<file path="src/rtl/icv_queue.sv">
// short fifo of windows between front end and multiply-add back end
`default_nettype none

module icv_queue #(
    parameter int WIDTH = 8,
    parameter int DEPTH = 4
) (
    input  logic             i_clk,
    input  logic             i_rst_n,
    input  logic             i_push,
    input  logic [WIDTH-1:0] i_push_data,
    output logic             o_room,
    input  logic             i_pop,
    output logic             o_valid,
    output logic [WIDTH-1:0] o_data
);

    localparam int PtrW = $clog2(DEPTH);
    localparam int CntW = $clog2(DEPTH + 1);

    logic [WIDTH-1:0] r_mem [DEPTH];
    logic [PtrW-1:0]  r_wr_ptr, r_rd_ptr;
    logic [CntW-1:0]  r_count;
    logic             do_pop;

    assign do_pop  = i_pop && o_valid;
    assign o_valid = (r_count != '0);
    assign o_data  = r_mem[r_rd_ptr];
    // two free slots: one for the item in the front stage, one for a new beat
    assign o_room  = (r_count <= CntW'(DEPTH - 2));

    always_ff @(posedge i_clk) begin
        if (!i_rst_n) begin
            r_wr_ptr <= '0;
            r_rd_ptr <= '0;
            r_count  <= '0;
        end else begin
            if (i_push) begin
                r_wr_ptr <= (r_wr_ptr == PtrW'(DEPTH - 1)) ? '0 : r_wr_ptr + PtrW'(1);
            end
            if (do_pop) begin
                r_rd_ptr <= (r_rd_ptr == PtrW'(DEPTH - 1)) ? '0 : r_rd_ptr + PtrW'(1);
            end
            if (i_push && !do_pop) begin
                r_count <= r_count + CntW'(1);
            end else if (!i_push && do_pop) begin
                r_count <= r_count - CntW'(1);
            end
        end
    end

    always_ff @(posedge i_clk) begin
        if (i_push) begin
            r_mem[r_wr_ptr] <= i_push_data;
        end
    end

endmodule

`default_nettype wire

</file>
<file path="config.mk">
export PLATFORM = sky130hd
export DESIGN_NAME = icv_queue
export DESIGN_NICKNAME = d
export VERILOG_FILES = /design/src/rtl/icv_queue.sv
export SDC_FILE = /design/constraint.sdc
export NUM_CORES = 1
export LEC_CHECK = 0
export ABC_CLOCK_PERIOD_IN_PS = 1950
export BUFFER_PORTS_ARGS = -buffer_cell sky130_fd_sc_hd__buf_2
export CAP_MARGIN = 30
export CORE_ASPECT_RATIO = 1.4
export CORE_MARGIN = 5
export CORE_UTILIZATION = 35
export CTS_CLUSTER_DIAMETER = 200
export DETAILED_ROUTE_END_ITERATION = 7
export HOLD_SLACK_MARGIN = 0.15
export SYNTH_ARGS = -nofsm -noshare
export SYNTH_HDL_FRONTEND = slang
export SYNTH_SLANG_ARGS = --single-unit
</file>
<file path="constraint.sdc">
create_clock -name i_clk -period 1.95 [get_ports i_clk]
set_input_delay 0 -clock i_clk [delete_from_list [all_inputs] [get_ports i_clk]]
set_output_delay 0 -clock i_clk [all_outputs]
set_load 0.01 [all_outputs]
</file>
==> impl_metrics.yaml <==
outcome:
  status: "finished clean"
timing:
  period_share: 0.984
  rsz0062_at_grt: "true"
  finalSetupViolations: 0
  drv_slew: 0
  timing.final.crit_period_ns: 1.92
  clock_skew_ns: 0.00798
  final-hold-violation-count: 0
  timing.fmax_ghz: 0.521
  worst_slew_margin_rel: 0.718
  tightestPinTransition_ns: 0.422
detailed_routing:
  drtIter0Drc: 19
  vias: 867
  ant_nets: 0
  drt_wl_total_mm: 2.73
  first_pass_iters: 3
  detail_route.vias_per_cell: 4.54
  wl_per_cell_microns: 14.3
  drc: 0
synth:
  syn-cell-area_sq_um: 1630
  synthCells: 88
  synth-seq-cells: 41
  ys_seq_area_frac: 0.701
  ys_types: 21
  synth_nets: 107
  syn_avg_cell_area_sq_um: 18.5
  ys_warn_count: 0
clocking:
  cts_root_buf: "clkbuf_8"
  clk_pin_slew_ns: 0.07
  cts_tree: "yes"
  htreeDepth: 2
  clock_sinks: 41
  cts-buffers-inserted: 5
  clk_path_buf_depth: 2
  clk_latency_ns: 0.29
final_layout:
  final_cell_mix: "edfxtp_1, buf_2, dlygate4sd3_1"
  nets: 147
  drive_gt1_frac: 0.341
  diodes: 0
  syn2layout_area_growth_pct: 23.8
  finalInstanceArea_sq_um: 2020
  layout_commonest_cell: "edfxtp_1"
  final_core_util: 0.444
worst_setup_path:
  required_ns: 2.16
  critPathCaptureType: "flip-flop"
  path_class: "flip-flop to flip-flop"
  path_max_fanout: 5
  cp.arrival_ns: 2.13
  worst-r2r-cell-count: 7
  startpoint_type: "flip-flop"
floorplanning:
  num_rows: 29
  core_sq_um: 4540
  die_w_microns: 67.6
  die_h_microns: 90.7
  start_util: 0.359
  dieArea_sq_um: 6130
  pin_count: 22
global_route:
  grt_pass1_vias: 1011
  antenna_found_initial: 0
  grt_pass1_wl_mm: 4.60
  grt_usage: 0.104
  grt_max_degree: 13
  overflow: 0
pwr:
  vdd_ir_drop_max_mv: 0.437
  p_leak_nw: 0.731
  p_per_area_nw_per_um2: 1090
placed_design:
  hpwlAfterDp_mm: 1.95
  placed_area_sq_um: 1820
  globalplace.congestion: 0.637
  portBuffers: 21
hold_path:
  holdCritPathClass: "input pin to flip-flop"
  worstHoldPathCells: 4
flow_run:
  cap_violations: 0
==> critical path: stages (launching register included) <==
cell and delay [ns]:
dfxtp_4 0.37, o31ai_4 0.26, ha_2 0.21, inv_1 0.05, fa_2 0.33, xor2_1 0.16, or3_1 0.32, a21boi_1 0.14
==> stage by stage <==
stage | power, mW | hold WS (ns) | setup TNS, ns | worst slack, ns | cells
after detailed placement | 1.68 | 0.218 | -0.0297 | -0.0297 | 172
after floorplan | 1.48 | 0.0989 | 0 | 0.0214 | 88
final | 2.19 | 0.157 | 0 | 0.0319 | 191
after CTS | 2.24 | 0.157 | 0 | 0.0192 | 191
after global routing | 2.33 | 0.189 | -0.0778 | -0.0778 | 191
after global placement | 1.64 | 0.210 | 0 | 0.114 | 172
==> layout make-up <==
cell class              instances  area (sq um)
fillers                       399          2520
flip-flops and latches         41          1140
multi-input cells              42           464
repair buffers                 35           235
well taps                      62          77.6
clock buffers                   6          72.6
inverters                       3          11.3
clock inverters                 2          10.0
==> cell usage after synthesis <==
master	instances	share of area
a21boi_1	1	0.0046
a21oi_1	1	0.0031
and2_1	5	0.019
buf_6	1	0.0069
clkbuf_2	1	0.0031
dfxtp_1	9	0.11
edfxtp_1	32	0.59
fa_1	1	0.012
ha_1	6	0.046
inv_1	3	0.0069
mux2i_1	3	0.018
mux4_2	8	0.11
nand2_1	2	0.0046
nand3_1	2	0.0061
nor2_1	2	0.0046
nor2b_1	3	0.012
o21ai_0	3	0.0092
o31ai_4	1	0.013
or3_1	2	0.0077
xnor2_1	1	0.0054
xor2_1	1	0.0054
==> worst paths after layout <==
kind | to | slack, ns | from
setup reg to reg | r_count[2] | 0.03 | r_count[2]
hold / removal | r_rd_ptr[1] | 0.16 | i_pop
setup / recovery | r_count[2] | 0.03 | r_count[2]
hold reg to reg | r_rd_ptr[1] | 0.54 | r_rd_ptr[1]
==> flip-flops by register name, indices dropped and copies added, names as in the netlist, named ones only <==
register  flops
r_mem        32
r_count       3
r_rd_ptr      2
r_wr_ptr      2
==> per-layer routing <==
metal | share of wire | GRT usage | wire length, microns
met5 | 0 | 0 | 0
met4 | 0.018 | 0.0491 | 49
met3 | 0.045 | 0.0349 | 123
met2 | 0.55 | 0.184 | 1510
met1 | 0.38 | 0.103 | 1040
==> kinds of logic after synthesis <==
logic type / Yosys count / synth area share
buf+inv: 5 / 0.0169
fa+ha+maj: 7 / 0.0584
compound gates: 6 / 0.0300
simple gates: 16 / 0.0538
mux: 11 / 0.129
flops: 41 / 0.701
xor+xnor: 2 / 0.0108
==> power by group <==
group	internal [mW]	total [mW]	leakage (nW)	switching, mW
logic	0.315	0.579	0.317	0.264
registers	1.03	1.10	0.369	0.0679
clock network	0.248	0.518	0.0450	0.271
==> timing repair <==
item	4_1_cts	5_1_grt
hold endpoints to repair	41	0
gates resized for setup	4	0
pin swaps	3	0
buffers inserted	1	0
gates cloned	0	0
endpoints found under the setup margin	1	1
hold buffers	10	0
Note: power is estimated with default switching activity, not from simulation.
